$ cat config.mk
export PLATFORM = sky130hd
export DESIGN_NAME = shell_command_line_tokenizer_flat
export DESIGN_NICKNAME = d
export VERILOG_FILES = /design/src/rtl/sclt_pkg.sv /design/src/rtl/sclt_ifs.sv /design/src/rtl/shell_command_line_tokenizer.sv /design/src/rtl/sclt_front.sv /design/src/rtl/sclt_queue.sv /design/src/rtl/sclt_back.sv /design/src/flat_wrapper.sv
export SDC_FILE = /design/constraint.sdc
export NUM_CORES = 1
export LEC_CHECK = 0
export ABC_AREA = 1
export BUFFER_PORTS_ARGS = -buffer_cell sky130_fd_sc_hd__buf_4
export CORE_ASPECT_RATIO = 1.25
export CORE_MARGIN = 5
export CORE_UTILIZATION = 35
export CTS_BUF_LIST = sky130_fd_sc_hd__clkbuf_16
export DETAILED_ROUTE_END_ITERATION = 7
export PLACE_DENSITY = 0.48
export SLEW_MARGIN = 5
export SYNTH_ARGS = -nofsm -noshare
export SYNTH_HDL_FRONTEND = slang
export SYNTH_SLANG_ARGS = --single-unit
$ cat constraint.sdc
create_clock -name clk -period 12.5 [get_ports clk]
set_clock_uncertainty 0.1 [all_clocks]
set_input_delay 2.5 -clock clk [delete_from_list [all_inputs] [get_ports clk]]
set_output_delay 2.5 -clock clk [all_outputs]
set_load 0.03 [all_outputs]
$ cat src/rtl/sclt_pkg.sv
`timescale 1ns / 1ps
// ============================================================================
// sclt_pkg: shell command line tokenizer shared definitions
// Character codes, token kinds, scan modes and the records passed between
// the front, the queue and the back.
// ============================================================================
package sclt_pkg;

    localparam int LINE_MAX = 1024;
    localparam int POS_W    = $clog2(LINE_MAX + 1);   // 0..LINE_MAX
    localparam int START_W  = $clog2(LINE_MAX);       // 0..LINE_MAX-1
    localparam int LEN_W    = $clog2(LINE_MAX + 1);   // 1..LINE_MAX
    localparam int KIND_W   = 3;

    localparam int QDEPTH   = 4;
    localparam int QPTR_W   = $clog2(QDEPTH);
    localparam int QCNT_W   = $clog2(QDEPTH + 1);

    localparam logic [7:0] CH_SPACE  = 8'd32;
    localparam logic [7:0] CH_SQUOTE = 8'd39;
    localparam logic [7:0] CH_DQUOTE = 8'd34;
    localparam logic [7:0] CH_BAR    = 8'd124;
    localparam logic [7:0] CH_LT     = 8'd60;
    localparam logic [7:0] CH_GT     = 8'd62;

    localparam logic [KIND_W-1:0] KIND_COMMAND = 3'd0;
    localparam logic [KIND_W-1:0] KIND_PIPE    = 3'd1;
    localparam logic [KIND_W-1:0] KIND_RIN     = 3'd2;
    localparam logic [KIND_W-1:0] KIND_ROUT    = 3'd3;
    localparam logic [KIND_W-1:0] KIND_HEREDOC = 3'd4;
    localparam logic [KIND_W-1:0] KIND_APPEND  = 3'd5;
    localparam logic [KIND_W-1:0] KIND_EMPTY   = 3'd6;
    localparam logic [KIND_W-1:0] KIND_ERROR   = 3'd7;

    typedef enum logic [10:0] {
        M_IDLE    = 11'b000_0000_0001,
        M_BAR     = 11'b000_0000_0010,
        M_LT1     = 11'b000_0000_0100,
        M_LT2     = 11'b000_0000_1000,
        M_GT1     = 11'b000_0001_0000,
        M_GT2     = 11'b000_0010_0000,
        M_DQ_OPEN = 11'b000_0100_0000,
        M_DQ_BODY = 11'b000_1000_0000,
        M_SQ_OPEN = 11'b001_0000_0000,
        M_SQ_BODY = 11'b010_0000_0000,
        M_WORD    = 11'b100_0000_0000
    } mode_t;

    typedef struct packed {
        logic [KIND_W-1:0]  kind;
        logic [START_W-1:0] start;
        logic [LEN_W-1:0]   length;
    } token_t;

    // Tokens caused by one byte: tok0 always valid, tok1 valid when two is set.
    typedef struct packed {
        logic   two;
        token_t tok0;
        token_t tok1;
    } step_t;

endpackage

$ cat src/rtl/sclt_ifs.sv
`timescale 1ns / 1ps
// ============================================================================
// sclt channels: byte request channel and token request channel
// valid/ready handshake with the payload fields of each channel.
// ============================================================================
interface sclt_byte_if;
    import sclt_pkg::*;

    logic       valid;
    logic       ready;
    logic [7:0] char_in;
    logic       line_end;

    modport source (output valid, output char_in, output line_end, input ready);
    modport sink   (input valid, input char_in, input line_end, output ready);
endinterface

interface sclt_token_if;
    import sclt_pkg::*;

    logic               valid;
    logic               ready;
    logic [KIND_W-1:0]  token_kind;
    logic [START_W-1:0] token_start;
    logic [LEN_W-1:0]   token_length;
    logic               run_last;

    modport source (output valid, output token_kind, output token_start,
                    output token_length, output run_last, input ready);
    modport sink   (input valid, input token_kind, input token_start,
                    input token_length, input run_last, output ready);
endinterface

$ cat src/rtl/shell_command_line_tokenizer.sv
`timescale 1ns / 1ps
// ============================================================================
// shell_command_line_tokenizer: streaming tokenizer for shell command lines
// One byte per request in, one token per request out.
// ============================================================================
// Usage:
//   byte_ch  (sink)  : char_in, line_end. One byte of the line per request;
//                      line_end marks the last byte and flushes the pending
//                      token, then the offset count restarts at zero.
//   token_ch (source): token_kind, token_start, token_length, run_last.
//                      run_last is set on the last token a byte produced.
// Throughput: one byte per cycle while the step queue is not full. A byte
//   that completes two tokens gives two token requests; the four-entry
//   step queue absorbs such bursts. A token's record enters the queue when
//   its byte is accepted and then loads into the output register; a second
//   token of the same byte follows it.
// Reset (rst_n low, async): scan mode idle, offset and origin zero, queue
//   and output register empty.
// Stall: while token_ch.ready is low the output register holds its token;
//   the front keeps taking bytes until the queue fills, then drops
//   byte_ch.ready. Bytes that make no token never enter the queue.
// ============================================================================
module shell_command_line_tokenizer (
    input  logic          clk,
    input  logic          rst_n,
    sclt_byte_if.sink     byte_ch,
    sclt_token_if.source  token_ch
);
    import sclt_pkg::*;

    // front -> queue
    logic   q_push;
    step_t  q_data;
    logic   q_full;

    // queue -> back
    step_t  q_head;
    logic   q_empty;
    logic   q_pop;

    // Front: classifies bytes, tracks scan mode and offsets.
    sclt_front u_front (
        .clk     (clk),
        .rst_n   (rst_n),
        .byte_ch (byte_ch),
        .q_full  (q_full),
        .q_push  (q_push),
        .q_data  (q_data)
    );

    // Decoupling queue of per-byte token records.
    sclt_queue u_queue (
        .clk       (clk),
        .rst_n     (rst_n),
        .push      (q_push),
        .push_data (q_data),
        .full      (q_full),
        .pop       (q_pop),
        .head      (q_head),
        .empty     (q_empty)
    );

    // Back: serializes records into token requests.
    sclt_back u_back (
        .clk      (clk),
        .rst_n    (rst_n),
        .head     (q_head),
        .empty    (q_empty),
        .pop      (q_pop),
        .token_ch (token_ch)
    );

endmodule

$ cat src/rtl/sclt_front.sv
`timescale 1ns / 1ps
// ============================================================================
// sclt_front: byte classifier and scan state
// Takes one byte a cycle while the queue is not full, advances the scan mode
// and hands the tokens that the byte completes to the queue as one record.
// ============================================================================
module sclt_front (
    input  logic              clk,
    input  logic              rst_n,
    sclt_byte_if.sink         byte_ch,
    input  logic              q_full,
    output logic              q_push,
    output sclt_pkg::step_t   q_data
);
    import sclt_pkg::*;

    mode_t               mode_reg, mode_next, mode_mid;
    logic [POS_W-1:0]    pos_reg, pos_next, after;
    logic [START_W-1:0]  origin_reg, origin_next, origin_mid, origin_begin;
    logic                fire, start_tok;
    logic                a_valid, b_valid;
    logic [KIND_W-1:0]   a_kind, b_kind;
    logic [LEN_W-1:0]    a_len, b_len;
    logic [7:0]          c;

    function automatic mode_t begin_mode(input logic [7:0] ch);
        mode_t m;
        priority if (ch == CH_SPACE)  m = M_IDLE;
        else if (ch == CH_BAR)        m = M_BAR;
        else if (ch == CH_LT)         m = M_LT1;
        else if (ch == CH_GT)         m = M_GT1;
        else if (ch == CH_DQUOTE)     m = M_DQ_OPEN;
        else if (ch == CH_SQUOTE)     m = M_SQ_OPEN;
        else                          m = M_WORD;
        return m;
    endfunction

    // end - origin when positive, else 1
    function automatic logic [LEN_W-1:0] span(input logic [POS_W-1:0] e,
                                              input logic [START_W-1:0] o);
        logic [POS_W-1:0] oe;
        oe = {{(POS_W-START_W){1'b0}}, o};
        return (e > oe) ? LEN_W'(e - oe) : LEN_W'(1);
    endfunction

    assign c            = byte_ch.char_in;
    assign byte_ch.ready = !q_full;
    assign fire         = byte_ch.valid && !q_full;
    assign after        = (pos_reg < POS_W'(LINE_MAX)) ? pos_reg + POS_W'(1)
                                                       : POS_W'(LINE_MAX);
    assign origin_begin = (pos_reg < POS_W'(LINE_MAX - 1)) ? pos_reg[START_W-1:0]
                                                           : START_W'(LINE_MAX - 1);

    // Transition on the current byte; token A uses the old origin.
    always_comb
    begin
        mode_mid   = mode_reg;
        origin_mid = origin_reg;
        start_tok  = 1'b0;
        a_valid    = 1'b0;
        a_kind     = KIND_COMMAND;
        a_len      = LEN_W'(1);
        unique case (mode_reg)
            M_IDLE:    start_tok = 1'b1;
            M_BAR:
                if (c == CH_BAR) mode_mid = M_WORD;
                else
                begin
                    a_valid = 1'b1; a_kind = KIND_PIPE; start_tok = 1'b1;
                end
            M_LT1:
                if (c == CH_LT) mode_mid = M_LT2;
                else
                begin
                    a_valid = 1'b1; a_kind = KIND_RIN; start_tok = 1'b1;
                end
            M_LT2:
                if (c == CH_LT) mode_mid = M_WORD;
                else
                begin
                    a_valid = 1'b1; a_kind = KIND_HEREDOC; a_len = LEN_W'(2);
                    start_tok = 1'b1;
                end
            M_GT1:
                if (c == CH_GT) mode_mid = M_GT2;
                else
                begin
                    a_valid = 1'b1; a_kind = KIND_ROUT; start_tok = 1'b1;
                end
            M_GT2:
                if (c == CH_GT) mode_mid = M_WORD;
                else
                begin
                    a_valid = 1'b1; a_kind = KIND_APPEND; a_len = LEN_W'(2);
                    start_tok = 1'b1;
                end
            M_DQ_OPEN:
                if (c == CH_DQUOTE)
                begin
                    a_valid = 1'b1; a_kind = KIND_EMPTY; a_len = LEN_W'(2);
                    mode_mid = M_IDLE;
                end
                else mode_mid = M_DQ_BODY;
            M_DQ_BODY:
                if (c == CH_DQUOTE)
                begin
                    a_valid = 1'b1; a_len = span(after, origin_reg);
                    mode_mid = M_IDLE;
                end
            M_SQ_OPEN:
                if (c == CH_SQUOTE)
                begin
                    a_valid = 1'b1; a_kind = KIND_EMPTY; a_len = LEN_W'(2);
                    mode_mid = M_IDLE;
                end
                else mode_mid = M_SQ_BODY;
            M_SQ_BODY:
                if (c == CH_SQUOTE)
                begin
                    a_valid = 1'b1; a_len = span(after, origin_reg);
                    mode_mid = M_IDLE;
                end
            M_WORD:
                if (c == CH_SPACE)
                begin
                    a_valid = 1'b1; a_len = span(pos_reg, origin_reg);
                    mode_mid = M_IDLE;
                end
            default:   start_tok = 1'b1;
        endcase
        if (start_tok)
        begin
            mode_mid = begin_mode(c);
            if (c != CH_SPACE) origin_mid = origin_begin;
        end
    end

    // Line end flush; token B uses the updated origin.
    always_comb
    begin
        b_valid = 1'b0;
        b_kind  = KIND_COMMAND;
        b_len   = LEN_W'(1);
        if (byte_ch.line_end)
        begin
            unique case (mode_mid)
                M_IDLE:    b_valid = 1'b0;
                M_BAR:     begin b_valid = 1'b1; b_kind = KIND_PIPE; end
                M_LT1:     begin b_valid = 1'b1; b_kind = KIND_RIN; end
                M_LT2:
                begin
                    b_valid = 1'b1; b_kind = KIND_HEREDOC; b_len = LEN_W'(2);
                end
                M_GT1:     begin b_valid = 1'b1; b_kind = KIND_ROUT; end
                M_GT2:
                begin
                    b_valid = 1'b1; b_kind = KIND_APPEND; b_len = LEN_W'(2);
                end
                M_DQ_OPEN, M_DQ_BODY, M_SQ_OPEN, M_SQ_BODY:
                begin
                    b_valid = 1'b1; b_kind = KIND_ERROR;
                    b_len = span(after, origin_mid);
                end
                M_WORD:
                begin
                    b_valid = 1'b1; b_len = span(after, origin_mid);
                end
                default:   b_valid = 1'b0;
            endcase
        end
    end

    always_comb
    begin
        q_data.two         = a_valid && b_valid;
        q_data.tok1.kind   = b_kind;
        q_data.tok1.start  = origin_mid;
        q_data.tok1.length = b_len;
        if (a_valid)
        begin
            q_data.tok0.kind   = a_kind;
            q_data.tok0.start  = origin_reg;
            q_data.tok0.length = a_len;
        end
        else
        begin
            q_data.tok0 = q_data.tok1;
        end
    end

    assign q_push = fire && (a_valid || b_valid);

    assign mode_next   = byte_ch.line_end ? M_IDLE : mode_mid;
    assign pos_next    = byte_ch.line_end ? '0 : after;
    assign origin_next = origin_mid;

    always_ff @(posedge clk or negedge rst_n)
    begin
        if (!rst_n)
        begin
            mode_reg   <= M_IDLE;
            pos_reg    <= '0;
            origin_reg <= '0;
        end
        else if (fire)
        begin
            mode_reg   <= mode_next;
            pos_reg    <= pos_next;
            origin_reg <= origin_next;
        end
    end

endmodule

$ cat src/rtl/sclt_queue.sv
`timescale 1ns / 1ps
// ============================================================================
// sclt_queue: short step queue between front and back
// Holds up to QDEPTH step records; head is visible while not empty.
// ============================================================================
module sclt_queue (
    input  logic            clk,
    input  logic            rst_n,
    input  logic            push,
    input  sclt_pkg::step_t push_data,
    output logic            full,
    input  logic            pop,
    output sclt_pkg::step_t head,
    output logic            empty
);
    import sclt_pkg::*;

    step_t               slots [QDEPTH];
    logic [QPTR_W-1:0]   wr_ptr_reg, wr_ptr_next;
    logic [QPTR_W-1:0]   rd_ptr_reg, rd_ptr_next;
    logic [QCNT_W-1:0]   count_reg, count_next;
    logic                do_push, do_pop;

    assign full    = (count_reg == QCNT_W'(QDEPTH));
    assign empty   = (count_reg == '0);
    assign do_push = push && !full;
    assign do_pop  = pop && !empty;
    assign head    = slots[rd_ptr_reg];

    assign wr_ptr_next = do_push ? wr_ptr_reg + QPTR_W'(1) : wr_ptr_reg;
    assign rd_ptr_next = do_pop  ? rd_ptr_reg + QPTR_W'(1) : rd_ptr_reg;
    assign count_next  = count_reg + QCNT_W'(do_push) - QCNT_W'(do_pop);

    always_ff @(posedge clk)
    begin
        if (do_push) slots[wr_ptr_reg] <= push_data;
    end

    always_ff @(posedge clk or negedge rst_n)
    begin
        if (!rst_n)
        begin
            wr_ptr_reg <= '0;
            rd_ptr_reg <= '0;
            count_reg  <= '0;
        end
        else
        begin
            wr_ptr_reg <= wr_ptr_next;
            rd_ptr_reg <= rd_ptr_next;
            count_reg  <= count_next;
        end
    end

endmodule

$ cat src/rtl/sclt_back.sv
`timescale 1ns / 1ps
// ============================================================================
// sclt_back: token emitter
// Splits each step record into one or two token requests into an output
// register, marking run_last on the final token of the record.
// ============================================================================
module sclt_back (
    input  logic            clk,
    input  logic            rst_n,
    input  sclt_pkg::step_t head,
    input  logic            empty,
    output logic            pop,
    sclt_token_if.source    token_ch
);
    import sclt_pkg::*;

    logic    valid_reg, valid_next;
    logic    sel_reg, sel_next;
    token_t  tok_reg, tok_sel;
    logic    last_reg, last_sel;
    logic    load;

    assign load     = !empty && (!valid_reg || token_ch.ready);
    assign tok_sel  = sel_reg ? head.tok1 : head.tok0;
    assign last_sel = sel_reg || !head.two;
    assign pop      = load && last_sel;

    assign sel_next   = load ? !last_sel : sel_reg;
    assign valid_next = load ? 1'b1 : (token_ch.ready ? 1'b0 : valid_reg);

    always_ff @(posedge clk or negedge rst_n)
    begin
        if (!rst_n)
        begin
            valid_reg <= 1'b0;
            sel_reg   <= 1'b0;
        end
        else
        begin
            valid_reg <= valid_next;
            sel_reg   <= sel_next;
        end
    end

    always_ff @(posedge clk)
    begin
        if (load)
        begin
            tok_reg  <= tok_sel;
            last_reg <= last_sel;
        end
    end

    assign token_ch.valid        = valid_reg;
    assign token_ch.token_kind   = tok_reg.kind;
    assign token_ch.token_start  = tok_reg.start;
    assign token_ch.token_length = tok_reg.length;
    assign token_ch.run_last     = last_reg;

endmodule

$ cat src/flat_wrapper.sv
// flat-port wrapper written by rule: the top's interface ports become plain ports
module shell_command_line_tokenizer_flat import sclt_pkg::*;
  (clk, rst_n, byte_ch_valid, byte_ch_char_in, byte_ch_line_end, byte_ch_ready, token_ch_valid, token_ch_token_kind, token_ch_token_start, token_ch_token_length, token_ch_run_last, token_ch_ready);
  sclt_byte_if byte_ch_i ();
  sclt_token_if token_ch_i ();
  input  logic clk;
  input  logic rst_n;
  input wire logic [$bits(byte_ch_i.valid)-1:0] byte_ch_valid;
  input wire logic [$bits(byte_ch_i.char_in)-1:0] byte_ch_char_in;
  input wire logic [$bits(byte_ch_i.line_end)-1:0] byte_ch_line_end;
  output wire logic [$bits(byte_ch_i.ready)-1:0] byte_ch_ready;
  output wire logic [$bits(token_ch_i.valid)-1:0] token_ch_valid;
  output wire logic [$bits(token_ch_i.token_kind)-1:0] token_ch_token_kind;
  output wire logic [$bits(token_ch_i.token_start)-1:0] token_ch_token_start;
  output wire logic [$bits(token_ch_i.token_length)-1:0] token_ch_token_length;
  output wire logic [$bits(token_ch_i.run_last)-1:0] token_ch_run_last;
  input wire logic [$bits(token_ch_i.ready)-1:0] token_ch_ready;
  assign byte_ch_i.valid = byte_ch_valid;
  assign byte_ch_i.char_in = byte_ch_char_in;
  assign byte_ch_i.line_end = byte_ch_line_end;
  assign byte_ch_ready = byte_ch_i.ready;
  assign token_ch_valid = token_ch_i.valid;
  assign token_ch_token_kind = token_ch_i.token_kind;
  assign token_ch_token_start = token_ch_i.token_start;
  assign token_ch_token_length = token_ch_i.token_length;
  assign token_ch_run_last = token_ch_i.run_last;
  assign token_ch_i.ready = token_ch_ready;
  shell_command_line_tokenizer u_core (.clk(clk), .rst_n(rst_n), .byte_ch(byte_ch_i), .token_ch(token_ch_i));
endmodule
==> summary.md <==
| Metric | Value |
|---|---|
| Status | finished, final reports clean |
| Mapped Area | ~13000 sq um |
| Fillcell total | 3637 |
| Root Buffer | clkbuf_16 |
| Setup TNS Final | 0 ns |
| DR iter-0 viols | 577 |
| Cell Pwr Density | about 270 nW/um^2 |
| DR vias | 9619 |
| GRT overflow | 0 |
| Reg-to-reg startpoint | u_core.u_front.mode_reg[0] |
| Die area | about 42000 sq um |
| Core area | 37300 sq um |
| R2R Setup Slk | 7.72 ns |
| CP endpoint kind | flip-flop |
| Slew Viols, Final | 0 |
| TritonCTS buffer count | 28 |
| Reg with most FFs | u_core.u_queue.slots |
| Switching Share | 41.9% |
| Count of different cell masters after synthesis | 49 |
| Final min period | 6.16 ns |
| Hpwl dp | 22500 um |
| Internal power | 2310 uW |
| Cts hold-fix bufs | 0 |
| Post-CTS Setup Bufs | 0 |
| Fin crit share | just under 50% |
| Cell Rows | 79 |
| Cells on worst reg2reg path | 26 |
| Share of cells above drive strength 1 | 9.24% |
| Net Count, Synth | around 1.4k |
| WL/cell | 18.1 um |
| #FFs+latches synth | 262 |
| Placed cell area | 14000 sq um |
| GRT Util Overall | 16.6% |
| Crit path capture | u_core.u_queue.slots[0][34] |
| Post-synth EDFFs | 221 |
| Clock share of power | 21.2% |
| Leakage | ~0.006 uW |
| Synth Instances | ~1.4k |
| Bufs on Longest Clock Path | 3 |
| Resize count post-CTS | 0 |
| Hold Vio Cnt, Final | 0 |
| Antenna viol nets, final | 0 |
| Later-pin clock latency in the skew report | 0.55 ns |
| Number of flip-flops in the largest register | approximately 200 |
| Antenna violations before repair | 0 |
| NetSw | 1670 uW |
| Final GP Congestion | between 0.8 and 0.9 |
| Dominant synthesized flop cell | edfxtp_1 |
| N_diodes | 0 |
| Initial core utilization | a little over a third |
| Hold path startpoint | u_core.u_queue.count_reg[0] |
| Clock transition at path regs | roughly 0.060 ns |
| Gate power share | 45.7% |
| Pre-Repair DR Iteration Count | 5 |
| Arr. time, crit path | 6.31 ns |
| I/O Buffers | 39 |
| Rel. slew slack | 40.5% |
| CTS Sinks | 262 |
| Worst-margin pin slew | 0.892 ns |
| Ys Warns | 0 |
| DRC errors left | 0 |
| Largest net degree at the start of global routing | 89 |
| Flop pwr share | between 30% and 40% |
| Total wire length | 34500 um |
| Critical Path Start | byte_ch_char_in[3] |
| First-pass GRT wire length | around 54000 um |
| IR drop worst, VDD | approximately 0.11 mV |
| Area Growth Syn to Fin | 13.3% |
| Vias/cell | 5.05 |
| Final instance area | 15000 sq um |
| Final nets | around 1.5k |
| Worst endpoint required time | 12.65 ns |
| Max Freq | 0.162 GHz |
| Crit path launch type | input pin |
| Max Cap Violations | 0 |
| Sequential share of the synthesized area | 58.0% |
| Die H | 227 um |
| Hold crit path type | flip-flop to flip-flop |
| TritonCTS clock tree | built |
| Vias in the first global route | 9496 |
| RSZ-0062 raised after global routing | no |
| Max FO, Critical Path | 19 |
| I/O pin count | 40 |
| CP Class | input pin to flip-flop |
| H-tree levels | 1 |
| Crit Reg-Reg Endpoint | u_core.u_queue.slots[0][34] |
| Avg Inst Size Synth | 9.68 sq um |
| Ys async rst share | 15.6% |
| Final setup viols | 0 |
| Die Wd | 184 um |
kinds of logic (layout without fill, tap and decap cells):
group / Yosys count / after routing / synth area share, %
and+or+nand+nor: 557 / 557 / 17.6
AOI/OAI and AO/OA: 283 / 283 / 12.8
DFF: 262 / 262 / 58.0
buffers and inverters: 199 / 250 / 5.85
adders and majority gates: 41 / 41 / 4.11
xor gates and xnor gates: 24 / 24 / 1.59
cell usage after synthesis (4+ instances only):
cell / number / area, sq um
o21bai_1: 7 / 52.6
nand4_1: 10 / 62.6
o21ai_0: 144 / 721
inv_1: 144 / 541
buf_1: 8 / 30.0
xor2_1: 14 / 123
edfxtp_1: 221 / 6640
nand3_1: 60 / 300
a31oi_1: 26 / 163
dfrtp_1: 40 / 1000
nor2_2: 7 / 43.8
a31oi_4: 8 / 170
nand2_1: 184 / 691
nor2_1: 261 / 980
nor3_1: 14 / 70.1
clkbuf_1: 38 / 143
xnor2_1: 10 / 87.6
o22ai_1: 43 / 269
fa_1: 4 / 80.1
a21oi_1: 39 / 195
ha_1: 37 / 463
how the worst min path moves through the flow:
stage / end / slack (ns) / depth (start not counted)
after floorplan: u_core.u_queue.count_reg[0] / 0.38 / 1
after global placement: u_core.u_queue.count_reg[0] / 0.41 / 1
final: u_core.u_queue.count_reg[0] / 0.42 / 1
after CTS: u_core.u_queue.count_reg[0] / 0.43 / 1
after global routing: u_core.u_queue.count_reg[0] / 0.45 / 1
after detailed placement: u_core.u_queue.count_reg[0] / 0.41 / 1
power by group through the flow:
stage	Clock [uW]	Combinational (uW)	Sequential [uW]
final	841	1820	1310
after global routing	899	2030	1330
after CTS	864	1850	1320
after detailed placement	0	1840	1330
after global placement	0	1840	1330
after floorplan	0	1200	1400
layout by cell type, fill, tap and decap left out, drive strengths merged:
cell type	instances
nor2	271
edfxtp	221
nand2	189
inv	154
o21ai	148
nand3	63
buf	51
o22ai	43
a21oi	41
dfrtp	40
ha	37
a31oi	34
clkbuf	29
nor3	14
xor2	14
nand4	10
xnor2	10
clkinv	10
o21bai	7
fa	4
bufinv	4
nor4	3
a211oi	3
or2	3
nand3b	2
o211ai	2
clkinvlp	2
and2	1
and3	1
a21o	1
o31ai	1
o21a	1
o2111ai	1
o41ai	1
dfstp	1
routing by layer:
metal  part of all wire, %  GRT usage, %
met5                     0             0
met4                   4.0          6.70
met3                   3.5          1.89
met2                    49          28.5
met1                    44          21.6
worst max-delay path: stages:
cell	delay [ns]
buf_4	0.12
nand2_1	0.07
inv_1	0.04
nand4_1	0.20
inv_1	0.14
a21oi_2	0.16
nor2_2	0.07
nand2_4	0.12
inv_4	0.06
nor2_8	0.41
nor2_4	0.06
a21oi_4	0.21
ha_1	0.22
inv_1	0.09
fa_1	0.44
nand3_1	0.09
nand2_1	0.10
nand2_1	0.12
nand2_1	0.06
nand2_1	0.07
nand2_1	0.06
a21oi_1	0.21
xor2_1	0.33
nor2_1	0.07
nand4_1	0.09
nand3_1	0.17
layout make-up:
class	count	area [sq um]	area share (%)
clock buffer	29	726	4.85
timing repair buffer	51	383	2.56
inverter	148	558	3.73
tap	486	608	4.06
multi-input combinational	905	4830	32.2
sequential	262	7660	51.2
clock inverter	22	206	1.38
through the flow:
| step | total power, uW | setup slack (ns) | utilization (%) | cells | hold WS [ns] |
|---|---|---|---|---|---|
| final | 3970 | 6.34 | 40.2 | 1903 | 0.417 |
| after global routing | 4260 | 5.94 | 40.2 | 1903 | 0.446 |
| after detailed placement | 3180 | 5.81 | 37.7 | 1852 | 0.411 |
| after CTS | 4030 | 6.40 | 40.2 | 1903 | 0.425 |
| after floorplan | 2600 | 6.24 | - | 1366 | 0.378 |
| after global placement | 3170 | 5.87 | 37.7 | 1852 | 0.409 |
(Power assumes the default switching activity.)
